<file path="config.mk">
export PLATFORM = sky130hd
export DESIGN_NAME = stuffed_frame_builder_top
export DESIGN_NICKNAME = d
export VERILOG_FILES = /design/src/hdl/sfb_pkg.sv /design/src/hdl/sfb_front.sv /design/src/hdl/sfb_queue.sv /design/src/hdl/sfb_back.sv /design/src/hdl/stuffed_frame_builder_top.sv
export SDC_FILE = /design/constraint.sdc
export NUM_CORES = 1
export LEC_CHECK = 0
export BUFFER_PORTS_ARGS = -buffer_cell sky130_fd_sc_hd__buf_2
export CAP_MARGIN = 20
export CORE_MARGIN = 2
export CORE_UTILIZATION = 27
export CTS_CLUSTER_DIAMETER = 100
export DETAILED_ROUTE_END_ITERATION = 6
export HOLD_SLACK_MARGIN = 0.1
export SETUP_SLACK_MARGIN = 0.15
export SLEW_MARGIN = 20
export SYNTH_ARGS = -nofsm -noshare
export SYNTH_HDL_FRONTEND = slang
export SYNTH_SLANG_ARGS = --single-unit
</file>
<file path="constraint.sdc">
create_clock -name clk_i -period 5.35 [get_ports clk_i]
set_input_delay 0.2675 -clock clk_i [delete_from_list [all_inputs] [get_ports clk_i]]
set_output_delay 0.2675 -clock clk_i [all_outputs]
set_load 0.1 [all_outputs]
</file>
<file path="src/hdl/sfb_pkg.sv">
`default_nettype none

package sfb_pkg;

  localparam logic [7:0] FLAG_BYTE  = 8'h7E;
  localparam logic [7:0] ESC_BYTE   = 8'h7D;
  localparam logic [7:0] STUFF_MASK = 8'h5F;
  localparam logic [7:0] ADDR_RESET = 8'h03;

  localparam int unsigned QUEUE_DEPTH = 2;

  typedef struct packed {
    logic [7:0] data;
    logic [7:0] chk;
    logic       first;
    logic       last;
    logic       seq;
  } job_t;

  function automatic logic needs_stuff(input logic [7:0] b);
    needs_stuff = (b == FLAG_BYTE) || (b == ESC_BYTE);
  endfunction

endpackage

`default_nettype wire

</file>
<file path="src/hdl/sfb_front.sv">
`default_nettype none

module sfb_front (
  input  wire logic        clk_i,
  input  wire logic        rst_ni,
  input  wire logic        accept_i,
  input  wire logic [7:0]  data_byte_i,
  input  wire logic        first_byte_i,
  input  wire logic        last_byte_i,
  input  wire logic        seq_bit_i,
  output sfb_pkg::job_t    job_o
);

  logic [7:0] accum_q, accum_d;
  logic [7:0] chk_next;

  always_comb begin
    chk_next = (first_byte_i ? 8'h00 : accum_q) ^ data_byte_i;
    accum_d  = accum_q;
    if (accept_i) begin
      accum_d = last_byte_i ? 8'h00 : chk_next;
    end
  end

  always_ff @(posedge clk_i or negedge rst_ni) begin
    if (!rst_ni) begin
      accum_q <= 8'h00;
    end else begin
      accum_q <= accum_d;
    end
  end

  assign job_o.data  = data_byte_i;
  assign job_o.chk   = chk_next;
  assign job_o.first = first_byte_i;
  assign job_o.last  = last_byte_i;
  assign job_o.seq   = seq_bit_i;

  // check restarts clean after a closing word
  a_accum_clear: assert property (@(posedge clk_i) disable iff (!rst_ni)
    accept_i && last_byte_i |=> accum_q == 8'h00)
    else $error("check accumulator not cleared after last word");

endmodule

`default_nettype wire

</file>
<file path="src/hdl/sfb_queue.sv">
`default_nettype none

module sfb_queue #(
  parameter int unsigned Depth = sfb_pkg::QUEUE_DEPTH
) (
  input  wire logic          clk_i,
  input  wire logic          rst_ni,
  input  wire logic          push_i,
  input  wire sfb_pkg::job_t push_job_i,
  output logic               full_o,
  input  wire logic          pop_i,
  output logic               head_valid_o,
  output sfb_pkg::job_t      head_job_o
);

  localparam int unsigned PtrW = (Depth > 1) ? $clog2(Depth) : 1;
  localparam int unsigned CntW = $clog2(Depth + 1);

  sfb_pkg::job_t mem_q [Depth];
  logic [PtrW-1:0] wr_ptr_q, wr_ptr_d, rd_ptr_q, rd_ptr_d;
  logic [CntW-1:0] count_q, count_d;

  assign full_o       = (count_q == CntW'(Depth));
  assign head_valid_o = (count_q != '0);
  assign head_job_o   = mem_q[rd_ptr_q];

  always_comb begin
    wr_ptr_d = wr_ptr_q;
    rd_ptr_d = rd_ptr_q;
    count_d  = count_q;
    if (push_i) begin
      wr_ptr_d = (wr_ptr_q == PtrW'(Depth - 1)) ? '0 : wr_ptr_q + 1'b1;
    end
    if (pop_i) begin
      rd_ptr_d = (rd_ptr_q == PtrW'(Depth - 1)) ? '0 : rd_ptr_q + 1'b1;
    end
    if (push_i && !pop_i) begin
      count_d = count_q + 1'b1;
    end else if (!push_i && pop_i) begin
      count_d = count_q - 1'b1;
    end
  end

  always_ff @(posedge clk_i or negedge rst_ni) begin
    if (!rst_ni) begin
      wr_ptr_q <= '0;
      rd_ptr_q <= '0;
      count_q  <= '0;
    end else begin
      wr_ptr_q <= wr_ptr_d;
      rd_ptr_q <= rd_ptr_d;
      count_q  <= count_d;
    end
  end

  always_ff @(posedge clk_i) begin
    if (push_i) begin
      mem_q[wr_ptr_q] <= push_job_i;
    end
  end

  a_no_overflow: assert property (@(posedge clk_i) disable iff (!rst_ni)
    !(push_i && full_o))
    else $error("push into full queue");

  a_no_underflow: assert property (@(posedge clk_i) disable iff (!rst_ni)
    pop_i |-> head_valid_o)
    else $error("pop from empty queue");

endmodule

`default_nettype wire

</file>
<file path="src/hdl/sfb_back.sv">
`default_nettype none

module sfb_back (
  input  wire logic          clk_i,
  input  wire logic          rst_ni,
  input  wire logic [7:0]    address_i,
  input  wire logic          job_valid_i,
  input  wire sfb_pkg::job_t job_i,
  output logic               pop_o,
  output logic               out_valid_o,
  input  wire logic          out_stall_i,
  output logic [7:0]         out_byte_o,
  output logic               run_last_o,
  output logic               frame_end_o
);

  typedef enum logic [3:0] {
    ST_START,
    ST_FLAG_OPEN,
    ST_ADDR,
    ST_CTRL,
    ST_HCHK,
    ST_DATA,
    ST_DATA_STUFF,
    ST_CHK,
    ST_CHK_STUFF,
    ST_FLAG_CLOSE
  } step_e;

  step_e      step_q, cur_step, nxt_step;
  logic       out_valid_q;
  logic [7:0] out_byte_q, byte_d;
  logic       run_last_q, frame_end_q, frame_end_d;
  logic       done, adv;
  logic [7:0] ctrl;
  logic       stuff_data, stuff_chk;

  always_comb begin
    ctrl       = {job_i.seq, 7'b0};
    stuff_data = sfb_pkg::needs_stuff(job_i.data);
    stuff_chk  = sfb_pkg::needs_stuff(job_i.chk);
    if (step_q == ST_START) begin
      cur_step = job_i.first ? ST_FLAG_OPEN : ST_DATA;
    end else begin
      cur_step = step_q;
    end
    byte_d      = sfb_pkg::FLAG_BYTE;
    frame_end_d = 1'b0;
    done        = 1'b0;
    nxt_step    = ST_START;
    case (cur_step)
      ST_FLAG_OPEN: begin
        nxt_step = ST_ADDR;
      end
      ST_ADDR: begin
        byte_d   = address_i;
        nxt_step = ST_CTRL;
      end
      ST_CTRL: begin
        byte_d   = ctrl;
        nxt_step = ST_HCHK;
      end
      ST_HCHK: begin
        byte_d   = address_i ^ ctrl;
        nxt_step = ST_DATA;
      end
      ST_DATA: begin
        byte_d = stuff_data ? sfb_pkg::ESC_BYTE : job_i.data;
        if (stuff_data) begin
          nxt_step = ST_DATA_STUFF;
        end else if (job_i.last) begin
          nxt_step = ST_CHK;
        end else begin
          done = 1'b1;
        end
      end
      ST_DATA_STUFF: begin
        byte_d = job_i.data & sfb_pkg::STUFF_MASK;
        if (job_i.last) begin
          nxt_step = ST_CHK;
        end else begin
          done = 1'b1;
        end
      end
      ST_CHK: begin
        byte_d   = stuff_chk ? sfb_pkg::ESC_BYTE : job_i.chk;
        nxt_step = stuff_chk ? ST_CHK_STUFF : ST_FLAG_CLOSE;
      end
      ST_CHK_STUFF: begin
        byte_d   = job_i.chk & sfb_pkg::STUFF_MASK;
        nxt_step = ST_FLAG_CLOSE;
      end
      ST_FLAG_CLOSE: begin
        frame_end_d = 1'b1;
        done        = 1'b1;
      end
      default: begin
        done = 1'b1;
      end
    endcase
    adv   = job_valid_i && (!out_valid_q || !out_stall_i);
    pop_o = adv && done;
  end

  always_ff @(posedge clk_i or negedge rst_ni) begin
    if (!rst_ni) begin
      step_q      <= ST_START;
      out_valid_q <= 1'b0;
      out_byte_q  <= 8'h00;
      run_last_q  <= 1'b0;
      frame_end_q <= 1'b0;
    end else if (adv) begin
      step_q      <= done ? ST_START : nxt_step;
      out_valid_q <= 1'b1;
      out_byte_q  <= byte_d;
      run_last_q  <= done;
      frame_end_q <= frame_end_d;
    end else if (!out_stall_i) begin
      out_valid_q <= 1'b0;
    end
  end

  assign out_valid_o = out_valid_q;
  assign out_byte_o  = out_byte_q;
  assign run_last_o  = run_last_q;
  assign frame_end_o = frame_end_q;

  a_close_flag: assert property (@(posedge clk_i) disable iff (!rst_ni)
    out_valid_o && frame_end_o |-> run_last_o && out_byte_o == sfb_pkg::FLAG_BYTE)
    else $error("closing flag malformed");

endmodule

`default_nettype wire

</file>
<file path="src/hdl/stuffed_frame_builder_top.sv">
`default_nettype none

// path: an accepted input word goes through a queue entry, then the output register
// throughput: one input word per cycle into a two-entry job queue unless full; the
// output port sends one word per cycle unless stalled, from the single output
// register; an item yields 1 to 9 words (1 plain, 2 stuffed, up to 9 for a one-word frame)
// reset: queue empty, check cleared, address register set to 3, no clearing pass

module stuffed_frame_builder_top #(
  parameter int unsigned QueueDepth = sfb_pkg::QUEUE_DEPTH
) (
  input  wire logic        clk_i,
  input  wire logic        rst_ni,
  input  wire logic        cfg_valid_i,
  output logic             cfg_ready_o,
  input  wire logic [7:0]  cfg_address_byte_i,
  input  wire logic        in_valid_i,
  output logic             in_stall_o,
  input  wire logic [7:0]  data_byte_i,
  input  wire logic        first_byte_i,
  input  wire logic        last_byte_i,
  input  wire logic        seq_bit_i,
  output logic             out_valid_o,
  input  wire logic        out_stall_i,
  output logic [7:0]       out_byte_o,
  output logic             run_last_o,
  output logic             frame_end_o
);

  logic [7:0]    address_q;
  logic          accept, full, pop, head_valid;
  sfb_pkg::job_t push_job, head_job;

  assign cfg_ready_o = 1'b1;

  always_ff @(posedge clk_i or negedge rst_ni) begin
    if (!rst_ni) begin
      address_q <= sfb_pkg::ADDR_RESET;
    end else if (cfg_valid_i && cfg_ready_o) begin
      address_q <= cfg_address_byte_i;
    end
  end

  assign in_stall_o = full;
  assign accept     = in_valid_i && !full;

  sfb_front u_front (
    .clk_i        (clk_i),
    .rst_ni       (rst_ni),
    .accept_i     (accept),
    .data_byte_i  (data_byte_i),
    .first_byte_i (first_byte_i),
    .last_byte_i  (last_byte_i),
    .seq_bit_i    (seq_bit_i),
    .job_o        (push_job)
  );

  sfb_queue #(
    .Depth (QueueDepth)
  ) u_queue (
    .clk_i        (clk_i),
    .rst_ni       (rst_ni),
    .push_i       (accept),
    .push_job_i   (push_job),
    .full_o       (full),
    .pop_i        (pop),
    .head_valid_o (head_valid),
    .head_job_o   (head_job)
  );

  sfb_back u_back (
    .clk_i       (clk_i),
    .rst_ni      (rst_ni),
    .address_i   (address_q),
    .job_valid_i (head_valid),
    .job_i       (head_job),
    .pop_o       (pop),
    .out_valid_o (out_valid_o),
    .out_stall_i (out_stall_i),
    .out_byte_o  (out_byte_o),
    .run_last_o  (run_last_o),
    .frame_end_o (frame_end_o)
  );

endmodule

`default_nettype wire
</file>
## Yosys cells after proc, flatten, opt, wreduce, memory -nomap -nowiden

Memory sizes are Yosys's and may differ from the RTL's.
Index checks and enable logic that the tools add are counted.

- Memories kept: 1
- RAM bits: 38
- Logic and storage cells: 73
- Register bits after elaboration: 35
- Output and inout bits: 13

- Bitwise logic cells: 2
- Add/subtract/negate cells: 4
- Reductions and logical operators: 17
- Mux-type cells: 24
- Eq/ne operators: 15

Memories:

| memory | depth | width | read ports | clocked after Yosys merged registers in | wr ports | RTL line | source |
|---|---|---|---|---|---|---|---|
| u_queue.mem_q | 2 | 19 | 1 | 0 | 1 | sfb_queue.sv:19 | `sfb_pkg::job_t mem_q [Depth];` |

Operators by type and width:

| operator | number |
|---|---|
| $pmux 8 s7 | 1 |
| $eq 8x7->1 const B | 4 |
| $mux 8 | 4 |
| $pmux 4 s8 | 1 |
| $eq 4x3->1 const B | 4 |
| $xor 8x8->8 | 2 |
| $mux 4 | 3 |
| $mux 1 | 10 |
| $eq 4x2->1 const B | 2 |
| $eq 4x4->1 const B | 2 |
| $mux 3 | 2 |
| $reduce_or 6->1 | 1 |
| $logic_and 1x1->1 | 5 |
| $logic_not 1->1 | 5 |
| $eq 4x1->1 const B | 1 |
| $logic_not 4->1 | 1 |
| $mux 2 | 2 |
| $reduce_bool 2->1 | 2 |
| $logic_or 1x1->1 | 3 |
| $pmux 1 s3 | 1 |
| $add 1x1->1 const B | 2 |
| $add 2x1->2 const B | 1 |
| $eq 2x2->1 const B | 1 |
| $ne 2x1->1 const B | 1 |
| $sub 2x1->2 const B | 1 |

## Longest topological paths before layout

An unclocked memory read counts as a cell.

- Depth after elaboration: 10
- Depth in mapped cells: 10

## By module

A second synthesis with hierarchy kept.

- Cell total of the unflattened synthesis: 323
- Area total of the unflattened synthesis: 4,030.1 um2

By module, submodules not included:

| module | cells each | times used | sequential area each (um2) | area an instance (um2) |
|---|---|---|---|---|
| sfb_queue | 75 | 1 | 1,241.2 | 1,640.3 |
| sfb_back | 149 | 1 | 375.4 | 1,273.7 |
| sfb_front | 79 | 1 | 200.2 | 764.5 |
| stuffed_frame_builder_top | 20 | 1 | 202.7 | 351.6 |

## Worst setup path after synthesis

OpenSTA, ideal clock, no wires.

- Path type: reg2reg
- Start point: reg u_back.out_valid_q (netlist: u_back.out_valid_o)
- End point: reg u_queue.count_q[1]
- Setup time: 0.079 ns
- Clock period less this slack: 2.209 ns
- Required time: 5.271 ns
- Stages on the path, launching flop included: 8
- Path slack: 3.141 ns
- Arrival time: 2.129 ns
- Cell sequence: dfrtp_1 a21oi_1 clkbuf_1 o21ai_1 ha_1 xor2_1 nor2_1 xor2_1

- Longest elaborated chain between the ends: 7

RTL lines:

| what | RTL line | source |
|---|---|---|
| from (decl) | sfb_back.sv:31 | `logic out_valid_q;` |
| from (signal assigned) | sfb_back.sv:108 | `out_valid_q <= 1'b0;` |
| from (signal assigned) | sfb_back.sv:114 | `out_valid_q <= 1'b1;` |
| from (signal assigned) | sfb_back.sv:119 | `out_valid_q <= 1'b0;` |
| $logic_not 1->1 * | sfb_back.sv:101 | `adv = job_valid_i && (!out_valid_q \|\| !out_stall_i);` |
| $logic_or 1x1->1 * | sfb_back.sv:101 |  |
| $logic_and 1x1->1 * | sfb_back.sv:101 |  |
| $logic_and 1x1->1 * | sfb_back.sv:102 | `pop_o = adv && done;` |
| $logic_not 1->1 | sfb_queue.sv:37 | `if (push_i && !pop_i) begin` |
| $logic_and 1x1->1 | sfb_queue.sv:37 |  |
| $mux 2 or $reduce_bool 2->1 (tied branches) | - |  |
| to (signal assigned) | sfb_queue.sv:52 | `count_q <= count_d;` |
| to (decl) | sfb_queue.sv:21 | `logic [CntW-1:0] count_q, count_d;` |

Mark *: on every way between the ends. The rest lies on a longest branch, timed or not.
A chain may end at the register's enable or synchronous reset.

## Worst setup path after layout

- Start point: reg u_queue.rd_ptr_q
- End point: reg u_queue.count_q[1]

- Longest elaborated chain between the ends: 10

RTL lines:

| what | RTL line | source |
|---|---|---|
| from (decl) | sfb_queue.sv:20 | `logic [PtrW-1:0] wr_ptr_q, wr_ptr_d, rd_ptr_q, rd_ptr_d;` |
| from (signal assigned) | sfb_queue.sv:51 | `rd_ptr_q <= rd_ptr_d;` |
| $mem_v2 2x19 * | - |  |
| $mux 3 | sfb_back.sv:43 | `cur_step = job_i.first ? ST_FLAG_OPEN : ST_DATA;` |
| $mux 4 | sfb_back.sv:42 | `if (step_q == ST_START) begin` |
| $eq 4x1->1 (tied with other cells) | sfb_back.sv:51 | `case (cur_step)` |
| $reduce_or 6->1 (no line) | - |  |
| $pmux 1 s3 * | sfb_back.sv:51 |  |
| $logic_and 1x1->1 * | sfb_back.sv:102 |  |
| $logic_not 1->1 | sfb_queue.sv:37 |  |
| $logic_and 1x1->1 | sfb_queue.sv:37 |  |
| $mux 2 or $reduce_bool 2->1 (tied branches) | - |  |

Marked as above.

==> results.sh <==
export IMPL_cp_common_cell="xor2_1"
export IMPL_combinationalPowerShare_pct=39.7
export IMPL_synth_distinct_cells=62
export IMPL_syn_to_final_growth_pct=19.5
export IMPL_vias=2276
export IMPL_leakagePower_nw=1.57
export IMPL_worst_setup_path_start_kind="flop"
export IMPL_cp_num_cells=10
export IMPL_drc_errors=0
export IMPL_dp_hpwl_um=5390
export IMPL_synth_compound_area_share_pct=15.3
export IMPL_cp_slowest_cell="dfrtp_1"
export IMPL_synth_top_area_share_pct=33.2
export IMPL_synth_mux_area_share_pct=7.36
export IMPL_gp_congestion=0.885
export IMPL_synth_warnings=0
export IMPL_boundaryPins=37
export IMPL_grt_max_degree=36
export IMPL_port_buffers=35
export IMPL_yosys_area_top_type="edfxtp_1"
export IMPL_nFillCells=1269
export IMPL_holdPathStages=1
export IMPL_grt_pass1_vias=2309
export IMPL_drive_above_1_share_pct=24.8
export IMPL_track_usage_pct=12.0
export IMPL_setup_viol=0
export IMPL_fin_crit_sh_pct=48.1
export IMPL_numCtsBuffers=9
export IMPL_worstReg2RegStart="u_queue.rd_ptr_q"
export IMPL_n_antenna_cell=0
export IMPL_clock_latency_ps=340
export IMPL_netlist_top_cells_area="edfxtp_1 (33%), dfrtp_1 (24%), mux2_2 (4.6%)"
export IMPL_seqPwrFrac_pct=36.2
export IMPL_htree_num_levels=3
export IMPL_clockPowerShare_pct=24.1
export IMPL_grt_pass1_wl_um=12300
export IMPL_post_cts_resized=0
export IMPL_ys_ff_latch=73
export IMPL_cts_tree="built"
export IMPL_min_period_ps=2570
export IMPL_endpoint_kind="flop"
export IMPL_rsz0062_at_grt="false"
export IMPL_tightest_slew_ps=850
export IMPL_peakVddDrop_mv=0.163
export IMPL_p_sw_mw=1.10
export IMPL_status="completed"
export IMPL_crit_start="u_queue.rd_ptr_q"
export IMPL_clockBufferDepth=2
export IMPL_grt_ovfl_total=0
export IMPL_cp_num_buf_inv=1
export IMPL_yosys_area_share_simple_pct=11.0
export IMPL_crit_family="simple AND/OR/NAND/NOR gates"
export IMPL_drt_iter0_markers=149
export IMPL_synth_ff_type="edfxtp_1"
export IMPL_synth_edff_count=38
export IMPL_fin_skew_ps=6.05
export IMPL_coreArea_sq_um=12500
export IMPL_setup_worst_path_class="flop to flop"
export IMPL_fin_tns_setup_ps=0
export IMPL_final_nets=334
export IMPL_max_freq_ghz=0.389
export IMPL_worstPathArrival_ps=2830
export IMPL_power_internal_mw=1.49
export IMPL_hold_path_startpoint="seq_bit_i"
export IMPL_crit_fanout=19
export IMPL_cts_num_sinks=73
export IMPL_synthXorXnorAreaFrac_pct=4.33
export IMPL_slew_headroom_pct=43.3
export IMPL_first_pass_iters=4
export IMPL_switching_share_pct=42.5
export IMPL_rr_worst_depth=10
export IMPL_syn_area_per_cell_sq_um=12.6
export IMPL_holdCritPathClass="primary input to flop"
export IMPL_crit_chain="buf_8, nand2b_1, o22a_1, a211oi_2, nor4_1, o21ai_1, ha_1, xor2_1, nor2_1, xor2_1"
export IMPL_netlist_area_sq_um=3440
export IMPL_synthArstFlopShare_pct=47.9
export IMPL_p_total_mw=2.60
export IMPL_synth_fa_ha_area_share_pct=0.364
export IMPL_slowest_delay_ps=570
export IMPL_hold_violations=0
export IMPL_synth_top_family_by_area="compound AO/OA/AOI/OAI gates"
export IMPL_drv_cap=0
export IMPL_post_cts_buffers=0
export IMPL_antenna_found_initial=0
export IMPL_clk_pin_slew_ps=60
export IMPL_cts_hold_buf=1
export IMPL_finalWirelength_um=7450
export IMPL_synth_nets=297
export IMPL_die_area_sq_um=13600
export IMPL_ys_seq_area_share_pct=58.8
export IMPL_vias_per_cell=4.68
export IMPL_drv_slew=0
export IMPL_cts_root_buffer="clkbuf_16"
export IMPL_ant_nets=0
export IMPL_syn_instance_count=272
export IMPL_start_util_pct=27.4
export IMPL_placementRows=41
export IMPL_cp_required_ps=5610
export IMPL_wl_per_cell_um=15.3
export IMPL_p_per_area_nw_per_um2=633
export IMPL_fp_dieH_um=117
export IMPL_die_x_um=117
==> synth_stat cells (all sizes together) (3+ instances only) <==
master / n
edfxtp: 38
dfrtp: 33
nor2: 17
mux2: 15
a21oi: 14
nand2: 14
o21ai: 13
nand2b: 12
xnor2: 12
a22o: 10
buf: 9
mux2i: 8
clkbuf: 5
xor2: 5
inv: 4
nor2b: 4
a211oi: 3
a31oi: 3
and3: 3
nand4: 3
nor4: 3
o22a: 3
or2: 3
==> metal layers <==
metal	global-route usage, %	up-vias	share of wire, %
met4	4.63	0	1.8
li1	-	1106	-
met2	17.7	43	44
met3	3.40	9	4.8
met5	0	-	0
met1	16.7	1118	49
==> through the flow <==
stage	instance area [sq um]	std cells	hold slack, ps	util (%)	worst slack (ps)
4_1_cts	4090	485	114	32.7	2460
3_5_place_dp	3770	468	432	30.1	2460
6_report	4110	486	128	32.8	2780
3_3_place_gp	3770	468	406	30.1	2630
2_1_floorplan	3440	272	-28.1	-	3140
5_1_grt	4110	486	116	32.8	2450
==> cell families after synthesis <==
family,count (synthesis)
compound gates,70
xor+xnor,17
buf+inv,18
fa+ha+maj,1
simple gates,69
mux,23
other cells,1
flops,73
==> sequential cells by signal, indices dropped and copies added (netlist names) <==
name	flops
u_back.step_q	4
u_back.run_last_o	1
address_q	8
u_back.out_byte_o	8
u_queue.wr_ptr_q	1
u_back.out_valid_o	1
u_queue.mem_q	38
u_queue.rd_ptr_q	1
u_queue.count_q	2
u_back.frame_end_o	1
u_front.accum_q	8
==> power by group through the flow <==
stage / logic [mW] / registers, mW / clock network (mW)
after floorplan: 0.656 / 1.11 / 0
after global routing: 1.13 / 0.969 / 0.665
after detailed placement: 1.00 / 0.969 / 0
after global placement: 0.993 / 0.963 / 0
after CTS: 1.01 / 0.957 / 0.643
final: 1.03 / 0.942 / 0.625
==> placed cells by master, fill, tap and decap left out, types with 4 or more instances in the layout <==
master | synthesis | routed
buf_2 | 4 | 35
nor2b_1 | 4 | 4
o21ai_0 | 9 | 9
xnor2_1 | 12 | 12
nor2_1 | 17 | 17
mux2i_1 | 7 | 7
a21oi_1 | 13 | 13
dfrtp_1 | 33 | 33
xor2_1 | 5 | 5
mux2_2 | 14 | 14
nand2b_1 | 12 | 12
clkbuf_16 | 0 | 9
a22o_1 | 10 | 10
inv_1 | 4 | 4
edfxtp_1 | 38 | 38
nand2_1 | 14 | 14
==> path summary, 6_finish.rpt <==
| check | endpoint | slack (ps) |
|---|---|---|
| min in group asynchronous | u_back.out_byte_o[0] | 570 |
| setup reg to reg | u_queue.count_q[1] | 2780 |
| hold / removal | u_queue.mem_q[0][0] | 130 |
| hold reg to reg | u_back.frame_end_o | 480 |
| max in group asynchronous | u_front.accum_q[7] | 4270 |
| setup / recovery | u_queue.count_q[1] | 2780 |
==> final cells by class <==
type / instances / area, sq um / share of cell area, %
flip-flops and latches: 73 / 2020 / 49.2
multi-input cells: 181 / 1320 / 32.2
clock buffers: 9 / 225 / 5.48
repair buffers: 40 / 223 / 5.42
well taps: 172 / 215 / 5.24
clock inverters: 7 / 87.6 / 2.13
inverters: 4 / 15.0 / 0.366
No activity file was read; power rests on OpenSTA's default activity.
